[src/camera_block_frame_parser_macros.svh]
// ----------------------------------------------------------------------------
// Assertion macros for the camera block frame parser
// Shared implication forms used by the RTL modules.
// ----------------------------------------------------------------------------
`ifndef CAMERA_BLOCK_FRAME_PARSER_MACROS_SVH
`define CAMERA_BLOCK_FRAME_PARSER_MACROS_SVH

// Same-cycle implication, muted during reset
`define CBFP_ASSERT_IMPL(lbl, clk, rst, ante, cons) \
   lbl: assert property (@(posedge clk) disable iff (rst) (ante) |-> (cons)) \
      else $error("check failed: ante -> cons");

// Next-cycle implication, muted during reset
`define CBFP_ASSERT_NEXT(lbl, clk, rst, ante, cons) \
   lbl: assert property (@(posedge clk) disable iff (rst) (ante) |=> (cons)) \
      else $error("check failed: ante => cons");

`endif

[src/cbfp_pkg.sv]
// ----------------------------------------------------------------------------
// cbfp_pkg
// Types and constants shared by the frame parser modules.
// ----------------------------------------------------------------------------
`default_nettype none

package cbfp_pkg;

   localparam int unsigned MAX_BLOCKS_LIMIT = 128;

   // Configuration register indexes
   localparam logic [1:0] CSR_MAX_BLOCKS   = 2'd0;
   localparam logic [1:0] CSR_SYNC_WORD    = 2'd1;
   localparam logic [1:0] CSR_SYNC_WORD_CC = 2'd2;

   // Configuration reset values
   localparam logic [7:0]  MAX_BLOCKS_RST   = 8'd128;
   localparam logic [15:0] SYNC_WORD_RST    = 16'hAA55;
   localparam logic [15:0] SYNC_WORD_CC_RST = 16'hAA56;

   localparam int unsigned TDATA_W = 104;
   localparam int unsigned TUSER_W = 3;

   typedef enum logic [1:0] {
      PH_HUNT,
      PH_CSUM,
      PH_DATA,
      PH_TRAIL
   } phase_type;

   typedef enum logic [1:0] {
      KIND_GOOD,
      KIND_CSUM_ERR,
      KIND_FRAME_END
   } kind_type;

   typedef struct packed {
      logic [7:0]  max_blocks;
      logic [15:0] sync_word;
      logic [15:0] sync_word_cc;
   } cfg_type;

   typedef struct packed {
      logic [7:0]  block_count;
      logic [15:0] angle;
      logic [15:0] obj_height;
      logic [15:0] obj_width;
      logic [15:0] pos_y;
      logic [15:0] pos_x;
      logic [15:0] signature;
      logic        color_code;
      kind_type    kind;
   } result_type;

endpackage

`default_nettype wire

[src/camera_block_frame_parser.sv]
// Flow: a byte is registered in the input register on acceptance and parsed once the
//   result buffer has room; its result, if any, is written into the result buffer and
//   offered on rsp_ from there.
// Throughput: one byte per cycle while the two-entry result buffer has room; the
//   parser state update on each registered byte sets that rate.
// Reset: synchronous, active high; clears parser state and the result buffer and
//   restores the configuration registers to their defaults.
// ----------------------------------------------------------------------------
// camera_block_frame_parser
// Parses a camera link byte stream into checksummed object blocks and frame ends.
// ----------------------------------------------------------------------------
`default_nettype none

module camera_block_frame_parser (
   input  wire logic                           clock,
   input  wire logic                           reset,
   // byte stream in
   input  wire logic                           req_tvalid,
   output logic                                req_tready,
   input  wire logic [7:0]                     req_tdata,   // rx_byte
   // results out
   output logic                                rsp_tvalid,
   input  wire logic                           rsp_tready,
   // signature, pos_x, pos_y, obj_width, obj_height, angle, block_count
   output logic [cbfp_pkg::TDATA_W-1:0]        rsp_tdata,
   output logic [cbfp_pkg::TUSER_W-1:0]        rsp_tuser,   // kind, color_code
   // configuration writes
   input  wire logic                           csr_valid,
   output logic                                csr_ready,
   input  wire logic [1:0]                     csr_index,
   input  wire logic [15:0]                    csr_wdata
);
   import cbfp_pkg::*;

   cfg_type    cfg_ff, cfg_in;
   logic       in_valid_ff, in_valid_in;
   logic [7:0] in_byte_ff;
   logic       req_accept;
   logic       fire;
   logic       res_valid;
   result_type res;
   result_type out_res;
   logic       fifo_full;

   assign csr_ready = 1'b1;

   // Configuration registers
   always_comb begin
      cfg_in = cfg_ff;
      if (csr_valid) begin
         case (csr_index)
            CSR_MAX_BLOCKS:   cfg_in.max_blocks   = csr_wdata[7:0];
            CSR_SYNC_WORD:    cfg_in.sync_word    = csr_wdata;
            CSR_SYNC_WORD_CC: cfg_in.sync_word_cc = csr_wdata;
            default:          cfg_in = cfg_ff;
         endcase
      end
   end

   always_ff @(posedge clock) begin
      if (reset) begin
         cfg_ff.max_blocks   <= MAX_BLOCKS_RST;
         cfg_ff.sync_word    <= SYNC_WORD_RST;
         cfg_ff.sync_word_cc <= SYNC_WORD_CC_RST;
      end else begin
         cfg_ff <= cfg_in;
      end
   end

   // Input register: hold the byte until the parser takes it
   assign fire        = in_valid_ff && !fifo_full;
   assign req_tready  = !in_valid_ff || fire;
   assign req_accept  = req_tvalid && req_tready;
   assign in_valid_in = req_accept || (in_valid_ff && !fire);

   always_ff @(posedge clock) begin
      if (reset) begin
         in_valid_ff <= 1'b0;
      end else begin
         in_valid_ff <= in_valid_in;
      end
   end

   always_ff @(posedge clock) begin
      if (req_accept) begin
         in_byte_ff <= req_tdata;
      end
   end

   cbfp_parser u_parser (
      .clock       (clock),
      .reset       (reset),
      .cfg_i       (cfg_ff),
      .fire_i      (fire),
      .byte_i      (in_byte_ff),
      .res_valid_o (res_valid),
      .res_o       (res)
   );

   cbfp_out_fifo u_out_fifo (
      .clock       (clock),
      .reset       (reset),
      .push_i      (res_valid),
      .push_data_i (res),
      .full_o      (fifo_full),
      .valid_o     (rsp_tvalid),
      .pop_i       (rsp_tready),
      .data_o      (out_res)
   );

   // Pack the result transaction
   assign rsp_tdata = {out_res.block_count, out_res.angle, out_res.obj_height,
                       out_res.obj_width, out_res.pos_y, out_res.pos_x,
                       out_res.signature};
   assign rsp_tuser = {out_res.color_code, out_res.kind};

endmodule

`default_nettype wire

[src/cbfp_parser.sv]
// ----------------------------------------------------------------------------
// cbfp_parser
// Word assembly, sync hunt, block checksum and frame end detection.
// ----------------------------------------------------------------------------
`default_nettype none

`include "camera_block_frame_parser_macros.svh"

module cbfp_parser (
   input  wire logic               clock,
   input  wire logic               reset,
   input  wire cbfp_pkg::cfg_type  cfg_i,
   input  wire logic               fire_i,
   input  wire logic [7:0]         byte_i,
   output logic                    res_valid_o,
   output cbfp_pkg::result_type    res_o
);
   import cbfp_pkg::*;

   logic        have_low_ff, have_low_in;
   logic [7:0]  low_hold_ff, low_hold_in;
   logic        drop_ff, drop_in;
   logic [15:0] prev_word_ff, prev_word_in;
   phase_type   phase_ff, phase_in;
   logic        btype_ff, btype_in;
   logic [2:0]  widx_ff, widx_in;
   logic [15:0] exp_sum_ff, exp_sum_in;
   logic [15:0] run_sum_ff, run_sum_in;
   logic [7:0]  blocks_ff, blocks_in;
   logic [15:0] fields_ff [6];
   logic        field_we;

   logic [15:0] word;
   logic [15:0] swapped;
   logic        word_fire;
   logic        hit_sw, hit_cc, hit_any, hit_type;
   logic        zero_restart, hunt_start;
   logic [7:0]  limit;
   logic        limit_zero, limit_hit;
   logic [2:0]  widx_next, nwords;
   logic        blk_done;
   logic [15:0] sum_next;
   logic        sum_ok;
   logic [15:0] data_words [6];

   // Decode the assembled word against the sync words
   assign word         = {byte_i, low_hold_ff};
   assign swapped      = {cfg_i.sync_word[7:0], cfg_i.sync_word[15:8]};
   assign word_fire    = fire_i && !drop_ff && have_low_ff;
   assign hit_sw       = (word == cfg_i.sync_word);
   assign hit_cc       = (word == cfg_i.sync_word_cc);
   assign hit_any      = hit_sw || hit_cc;
   assign hit_type     = !hit_sw;
   assign zero_restart = (word == 16'd0) && (prev_word_ff == 16'd0);
   assign hunt_start   = !zero_restart && hit_any && (prev_word_ff == cfg_i.sync_word);
   assign limit        = (cfg_i.max_blocks > 8'(MAX_BLOCKS_LIMIT)) ?
                         8'(MAX_BLOCKS_LIMIT) : cfg_i.max_blocks;
   assign limit_zero   = (limit == 8'd0);
   assign limit_hit    = (blocks_ff >= limit);
   assign widx_next    = widx_ff + 3'd1;
   assign nwords       = btype_ff ? 3'd6 : 3'd5;
   assign blk_done     = (widx_next == nwords);
   assign sum_next     = run_sum_ff + word;
   assign sum_ok       = (sum_next == exp_sum_ff);

   // Merge the current word into the stored data words
   always_comb begin
      for (int i = 0; i < 6; i++) begin
         data_words[i] = (widx_ff == 3'(i)) ? word : fields_ff[i];
      end
   end

   // Next state
   always_comb begin
      have_low_in  = have_low_ff;
      low_hold_in  = low_hold_ff;
      drop_in      = drop_ff;
      prev_word_in = prev_word_ff;
      phase_in     = phase_ff;
      btype_in     = btype_ff;
      widx_in      = widx_ff;
      exp_sum_in   = exp_sum_ff;
      run_sum_in   = run_sum_ff;
      blocks_in    = blocks_ff;
      field_we     = 1'b0;
      if (fire_i) begin
         if (drop_ff) begin
            drop_in = 1'b0;
         end else if (!have_low_ff) begin
            low_hold_in = byte_i;
            have_low_in = 1'b1;
         end else begin
            have_low_in = 1'b0;
            unique case (phase_ff)
               PH_HUNT: begin
                  if (zero_restart) begin
                     prev_word_in = 16'hFFFF;
                  end else if (hunt_start) begin
                     btype_in  = hit_type;
                     blocks_in = 8'd0;
                     if (limit_zero) begin
                        prev_word_in = 16'hFFFF;
                     end else begin
                        phase_in = PH_CSUM;
                     end
                  end else begin
                     if (word == swapped) begin
                        drop_in = 1'b1;
                     end
                     prev_word_in = word;
                  end
               end
               PH_CSUM: begin
                  if (hit_any) begin
                     btype_in  = hit_type;
                     blocks_in = 8'd0;
                  end else if (word == 16'd0) begin
                     phase_in     = PH_HUNT;
                     prev_word_in = 16'hFFFF;
                  end else begin
                     exp_sum_in = word;
                     run_sum_in = 16'd0;
                     widx_in    = 3'd0;
                     phase_in   = PH_DATA;
                  end
               end
               PH_DATA: begin
                  field_we   = 1'b1;
                  run_sum_in = sum_next;
                  widx_in    = widx_next;
                  if (blk_done) begin
                     widx_in  = 3'd0;
                     phase_in = PH_TRAIL;
                     if (sum_ok) begin
                        blocks_in = blocks_ff + 8'd1;
                     end
                  end
               end
               PH_TRAIL: begin
                  if (hit_any) begin
                     btype_in = hit_type;
                     if (limit_hit) begin
                        phase_in     = PH_HUNT;
                        prev_word_in = 16'hFFFF;
                     end else begin
                        phase_in = PH_CSUM;
                     end
                  end else begin
                     phase_in     = PH_HUNT;
                     prev_word_in = 16'hFFFF;
                  end
               end
               default: begin
                  phase_in = PH_HUNT;
               end
            endcase
         end
      end
   end

   // Result for the current word
   always_comb begin
      res_valid_o = 1'b0;
      res_o       = '0;
      res_o.kind  = KIND_FRAME_END;
      if (word_fire) begin
         unique case (phase_ff)
            PH_HUNT: begin
               if (hunt_start && limit_zero) begin
                  res_valid_o      = 1'b1;
                  res_o.color_code = hit_type;
               end
            end
            PH_CSUM: begin
               if (hit_any || (word == 16'd0)) begin
                  res_valid_o       = 1'b1;
                  res_o.color_code  = btype_ff;
                  res_o.block_count = blocks_ff;
               end
            end
            PH_DATA: begin
               if (blk_done) begin
                  res_valid_o       = 1'b1;
                  res_o.kind        = sum_ok ? KIND_GOOD : KIND_CSUM_ERR;
                  res_o.color_code  = btype_ff;
                  res_o.signature   = data_words[0];
                  res_o.pos_x       = data_words[1];
                  res_o.pos_y       = data_words[2];
                  res_o.obj_width   = data_words[3];
                  res_o.obj_height  = data_words[4];
                  res_o.angle       = btype_ff ? data_words[5] : 16'd0;
                  res_o.block_count = sum_ok ? (blocks_ff + 8'd1) : blocks_ff;
               end
            end
            PH_TRAIL: begin
               if (!hit_any || limit_hit) begin
                  res_valid_o       = 1'b1;
                  res_o.color_code  = hit_any ? hit_type : btype_ff;
                  res_o.block_count = blocks_ff;
               end
            end
            default: begin
               res_valid_o = 1'b0;
            end
         endcase
      end
   end

   // Control state
   always_ff @(posedge clock) begin
      if (reset) begin
         have_low_ff  <= 1'b0;
         low_hold_ff  <= 8'd0;
         drop_ff      <= 1'b0;
         prev_word_ff <= 16'hFFFF;
         phase_ff     <= PH_HUNT;
         btype_ff     <= 1'b0;
         widx_ff      <= 3'd0;
         exp_sum_ff   <= 16'd0;
         run_sum_ff   <= 16'd0;
         blocks_ff    <= 8'd0;
      end else begin
         have_low_ff  <= have_low_in;
         low_hold_ff  <= low_hold_in;
         drop_ff      <= drop_in;
         prev_word_ff <= prev_word_in;
         phase_ff     <= phase_in;
         btype_ff     <= btype_in;
         widx_ff      <= widx_in;
         exp_sum_ff   <= exp_sum_in;
         run_sum_ff   <= run_sum_in;
         blocks_ff    <= blocks_in;
      end
   end

   // Data words of the block in progress
   always_ff @(posedge clock) begin
      if (field_we) begin
         fields_ff[widx_ff] <= word;
      end
   end

   `CBFP_ASSERT_IMPL(a_drop_in_hunt, clock, reset, drop_ff, (!have_low_ff && phase_ff == PH_HUNT))
   `CBFP_ASSERT_IMPL(a_widx_range, clock, reset, (phase_ff == PH_DATA), (widx_ff < nwords))
   `CBFP_ASSERT_NEXT(a_good_counts, clock, reset, (res_valid_o && res_o.kind == KIND_GOOD), ((blocks_ff - $past(blocks_ff)) == 8'd1))
   `CBFP_ASSERT_NEXT(a_block_to_trail, clock, reset, (res_valid_o && res_o.kind != KIND_FRAME_END), (phase_ff == PH_TRAIL && widx_ff == 3'd0))

endmodule

`default_nettype wire

[src/cbfp_out_fifo.sv]
// ----------------------------------------------------------------------------
// cbfp_out_fifo
// Two-entry result buffer between the parser and the result channel.
// ----------------------------------------------------------------------------
`default_nettype none

`include "camera_block_frame_parser_macros.svh"

module cbfp_out_fifo (
   input  wire logic                  clock,
   input  wire logic                  reset,
   input  wire logic                  push_i,
   input  wire cbfp_pkg::result_type  push_data_i,
   output logic                       full_o,
   output logic                       valid_o,
   input  wire logic                  pop_i,
   output cbfp_pkg::result_type       data_o
);
   import cbfp_pkg::*;

   result_type mem [2];
   logic       wr_ptr_ff, wr_ptr_in;
   logic       rd_ptr_ff, rd_ptr_in;
   logic [1:0] count_ff, count_in;
   logic       do_pop;

   assign valid_o = (count_ff != 2'd0);
   assign full_o  = (count_ff == 2'd2);
   assign do_pop  = pop_i && valid_o;
   assign data_o  = mem[rd_ptr_ff];

   // Advance pointers and occupancy
   always_comb begin
      wr_ptr_in = wr_ptr_ff ^ push_i;
      rd_ptr_in = rd_ptr_ff ^ do_pop;
      count_in  = count_ff + 2'(push_i) - 2'(do_pop);
   end

   always_ff @(posedge clock) begin
      if (reset) begin
         wr_ptr_ff <= 1'b0;
         rd_ptr_ff <= 1'b0;
         count_ff  <= 2'd0;
      end else begin
         wr_ptr_ff <= wr_ptr_in;
         rd_ptr_ff <= rd_ptr_in;
         count_ff  <= count_in;
      end
   end

   // Store the pushed result
   always_ff @(posedge clock) begin
      if (push_i) begin
         mem[wr_ptr_ff] <= push_data_i;
      end
   end

   `CBFP_ASSERT_IMPL(a_no_overflow, clock, reset, push_i, !full_o)
   `CBFP_ASSERT_IMPL(a_count_range, clock, reset, 1'b1, (count_ff != 2'd3))
   `CBFP_ASSERT_IMPL(a_ptr_match, clock, reset, (count_ff == 2'd0 || count_ff == 2'd2), (wr_ptr_ff == rd_ptr_ff))

endmodule

`default_nettype wire
[config.mk]
export PLATFORM = sky130hd
export DESIGN_NAME = camera_block_frame_parser
export DESIGN_NICKNAME = d
export VERILOG_FILES = /design/src/cbfp_pkg.sv /design/src/camera_block_frame_parser.sv /design/src/cbfp_parser.sv /design/src/cbfp_out_fifo.sv
export VERILOG_INCLUDE_DIRS = /design/src /design/src/src
export SDC_FILE = /design/constraint.sdc
export NUM_CORES = 1
export LEC_CHECK = 0
export BUFFER_PORTS_ARGS = -buffer_cell sky130_fd_sc_hd__buf_2
export CAP_MARGIN = 20
export CORE_ASPECT_RATIO = 0.5
export CORE_MARGIN = 2
export CORE_UTILIZATION = 40
export CTS_CLUSTER_SIZE = 16
export DETAILED_ROUTE_END_ITERATION = 10
export PLACE_DENSITY_LB_ADDON = 0.08
export SETUP_SLACK_MARGIN = 0.05
export SLEW_MARGIN = 25
export SYNTH_ARGS = -nofsm -noshare
export SYNTH_HDL_FRONTEND = slang
export SYNTH_SLANG_ARGS = --single-unit
[constraint.sdc]
create_clock -name clock -period 6.41 [get_ports clock]
set_input_delay 1.282 -clock clock [delete_from_list [all_inputs] [get_ports clock]]
set_output_delay 1.282 -clock clock [all_outputs]
set_load 0.005 [all_outputs]
==> reports/metrics.csv <==
metric,value,unit
arrival,4810,ps
finalHoldViolCount,0,
yosysWarnings,0,
grt_first_pass_wirelength,78600,um
cp-start-kind,flop,
status,finished clean,
crit_required,6620,ps
final_core_util,0.460,
clock_sinks,435,
synthFlopType,edfxtp_1,
maxCapViolCount,0,
grt_max_degree,84,
die_y,160,um
netlist_area,19500,sq um
min_period_over_period,0.718,
fillCellCount,4480,
p_leak,0.00723,uW
row_count,57,
core_area,48400,sq um
nets,1835,
cts_root_buf,clkbuf_16,
antenna_found_initial,0,
max_freq,217,MHz
clk_pin_slew,60,ps
postCtsSetupRepairBufs,0,
drive_above_1_share,0.204,
die_area,50700,sq um
regArea,11900,sq um
rsz0062_at_grt,false,
p_per_area,266,nW/um^2
crit_type,flop to flop,
finalMaxSlewViolations,0,
dp.cells,2374,
design_area,22200,sq um
stdcell_count,2450,
synth_area_leaders,"edfxtp_1 49%, dfxtp_1 12%, mux2_2 6.2%",
ys_ff_latch,435,
setup_viol,0,
hold_class,flop to flop,
wl_per_cell,21.2,um
end_kind,flop,
drt_iter0_drc,1137,
slew_headroom,0.316,
vias,13040,
overflow,0,
ios,141,
io_buffers,139,
syn-num-nets,1725,
worstPathMaxFanout,53,
wl,52000,um
synth.most_common_cell,edfxtp_1,
htreeDepth,2,
ir_drop,0.173,mV
hpwl,32900,um
synth.top_cells.by_count,"318 x edfxtp_1, 285 x nand2_1, 129 x a21oi_1",
ctsHoldBuffers,0,
die_w,317,um
finalCriticalPeriod,4600,ps
worst-r2r-setup-slack,1810,ps
synth_top_area_cell,edfxtp_1,
grt_usage,0.204,
yosysSeqAreaShare,0.609,
clkLatencyLatePin,560,ps
drc,0,
fin_skew,19.7,ps
clockBufferDepth,3,
firstDrtPassIters,7,
diodes,0,
cts-resized-gates,0,
synth.avg_cell_area,11.8,sq um
post-synth-top-area-fraction,0.489,
cts_tree,done,
synth_cell_type_count,77,
vias_per_cell,5.32,
synth_edf_count,318,
initial_core_util,0.404,
antenna_left,0,
dpl_cell_area,20900,sq um
worst_pin_slew,1020,ps
cts_buffers,42,
gp_congestion,0.881,
syn_to_final_growth,13.7,%
syn_inst,1660,
grt_pass1_vias,12948,
async_reset_ff_frac,0,
multi_input_area,7200,sq um
final.setup.tns,0,ps
[where the power goes]
part | total (uW) | switching [uW] | internal [uW]
clock network | 2340 | 1070 | 1260
logic | 456 | 265 | 191
registers | 3120 | 91.4 | 3030
total | 5910 | 1430 | 4480
[area by class of cell]
class | count | share of cell area
repair buffers | 174 | 0.0446
well taps | 649 | 0.0365
flip-flops and latches | 435 | 0.535
clock buffers | 56 | 0.0497
multi-input cells | 1096 | 0.324
clock inverters | 19 | 0.00653
inverters | 21 | 0.00355
[path summary, 6_finish.rpt]
check	start	end	depth (start not counted)
setup / recovery	u_parser.low_hold_ff[3]	u_out_fifo.mem[1][74]	10
setup reg to reg	u_parser.low_hold_ff[3]	u_out_fifo.mem[1][74]	10
hold / removal	cfg_ff[5]	cfg_ff[5]	2
hold reg to reg	cfg_ff[5]	cfg_ff[5]	2
[worst max-delay path, stage by stage (launching register included)]
cell and delay (ps):
dfxtp_1 1000, xor2_1 190, nor4_1 240, nand4_1 310
a21oi_1 340, o21ai_0 160, a21o_1 260, a211o_1 280
inv_1 140, ha_4 750, buf_4 530
[cells in the final DEF, fill, tap and decap left out, types with 4 or more instances in the layout]
master,instances
buf_2,139
nor3b_1,18
clkinv_2,9
nand3_1,22
xnor2_1,25
inv_1,19
nor2_1,120
edfxtp_1,318
a221o_1,4
nand2b_1,6
nand4_1,13
xor2_1,67
mux2i_1,47
nor3_1,9
clkinv_1,6
ha_1,30
and2_1,6
nor2b_1,10
a22oi_1,10
a32oi_1,7
dfxtp_1,116
nand2_1,285
a21o_1,6
buf_4,33
clkbuf_16,42
o21bai_1,17
clkbuf_1,14
a31oi_1,7
o211ai_1,5
mux2_2,108
a21oi_1,129
o21ai_0,18
nand3b_1,18
nor4_1,25
[kinds of logic (layout without fill, tap and decap cells)]
| family | Yosys count | in the layout | share of synthesized area |
|---|---|---|---|
| compound gates | 244 | 244 | 0.0782 |
| buf+inv | 129 | 270 | 0.0260 |
| simple gates | 563 | 563 | 0.132 |
| flops | 435 | 435 | 0.609 |
| xor+xnor | 96 | 96 | 0.0452 |
| mux | 158 | 158 | 0.0880 |
| fa+ha+maj | 34 | 34 | 0.0222 |
| other cells | 1 | 1 | 0.000192 |
[per-layer routing]
| layer | share of wire | global-route usage | vias to the layer above |
|---|---|---|---|
| met2 | 0.46 | 0.323 | 315 |
| met4 | 0.024 | 0.0525 | 0 |
| met1 | 0.47 | 0.288 | 6462 |
| li1 | - | - | 6177 |
| met3 | 0.050 | 0.0371 | 86 |
| met5 | 0 | 0 | - |
[registers in the layout, summed over array words and instances (netlist names), 16 cells and up, named ones only]
register,count
cfg_ff,40
u_out_fifo.mem,214
u_parser.exp_sum_ff,16
u_parser.fields_ff,96
u_parser.prev_word_ff,16
u_parser.run_sum_ff,16
[stage by stage]
stage	worst slack, ps	power (uW)	hold slack (ps)
5_1_grt	1430	6140	500
6_report	1810	5910	470
4_1_cts	1850	5980	473
2_1_floorplan	1260	3460	441
3_5_place_dp	1870	3640	465
3_3_place_gp	1990	3640	463
(Power assumes the default switching activity.)
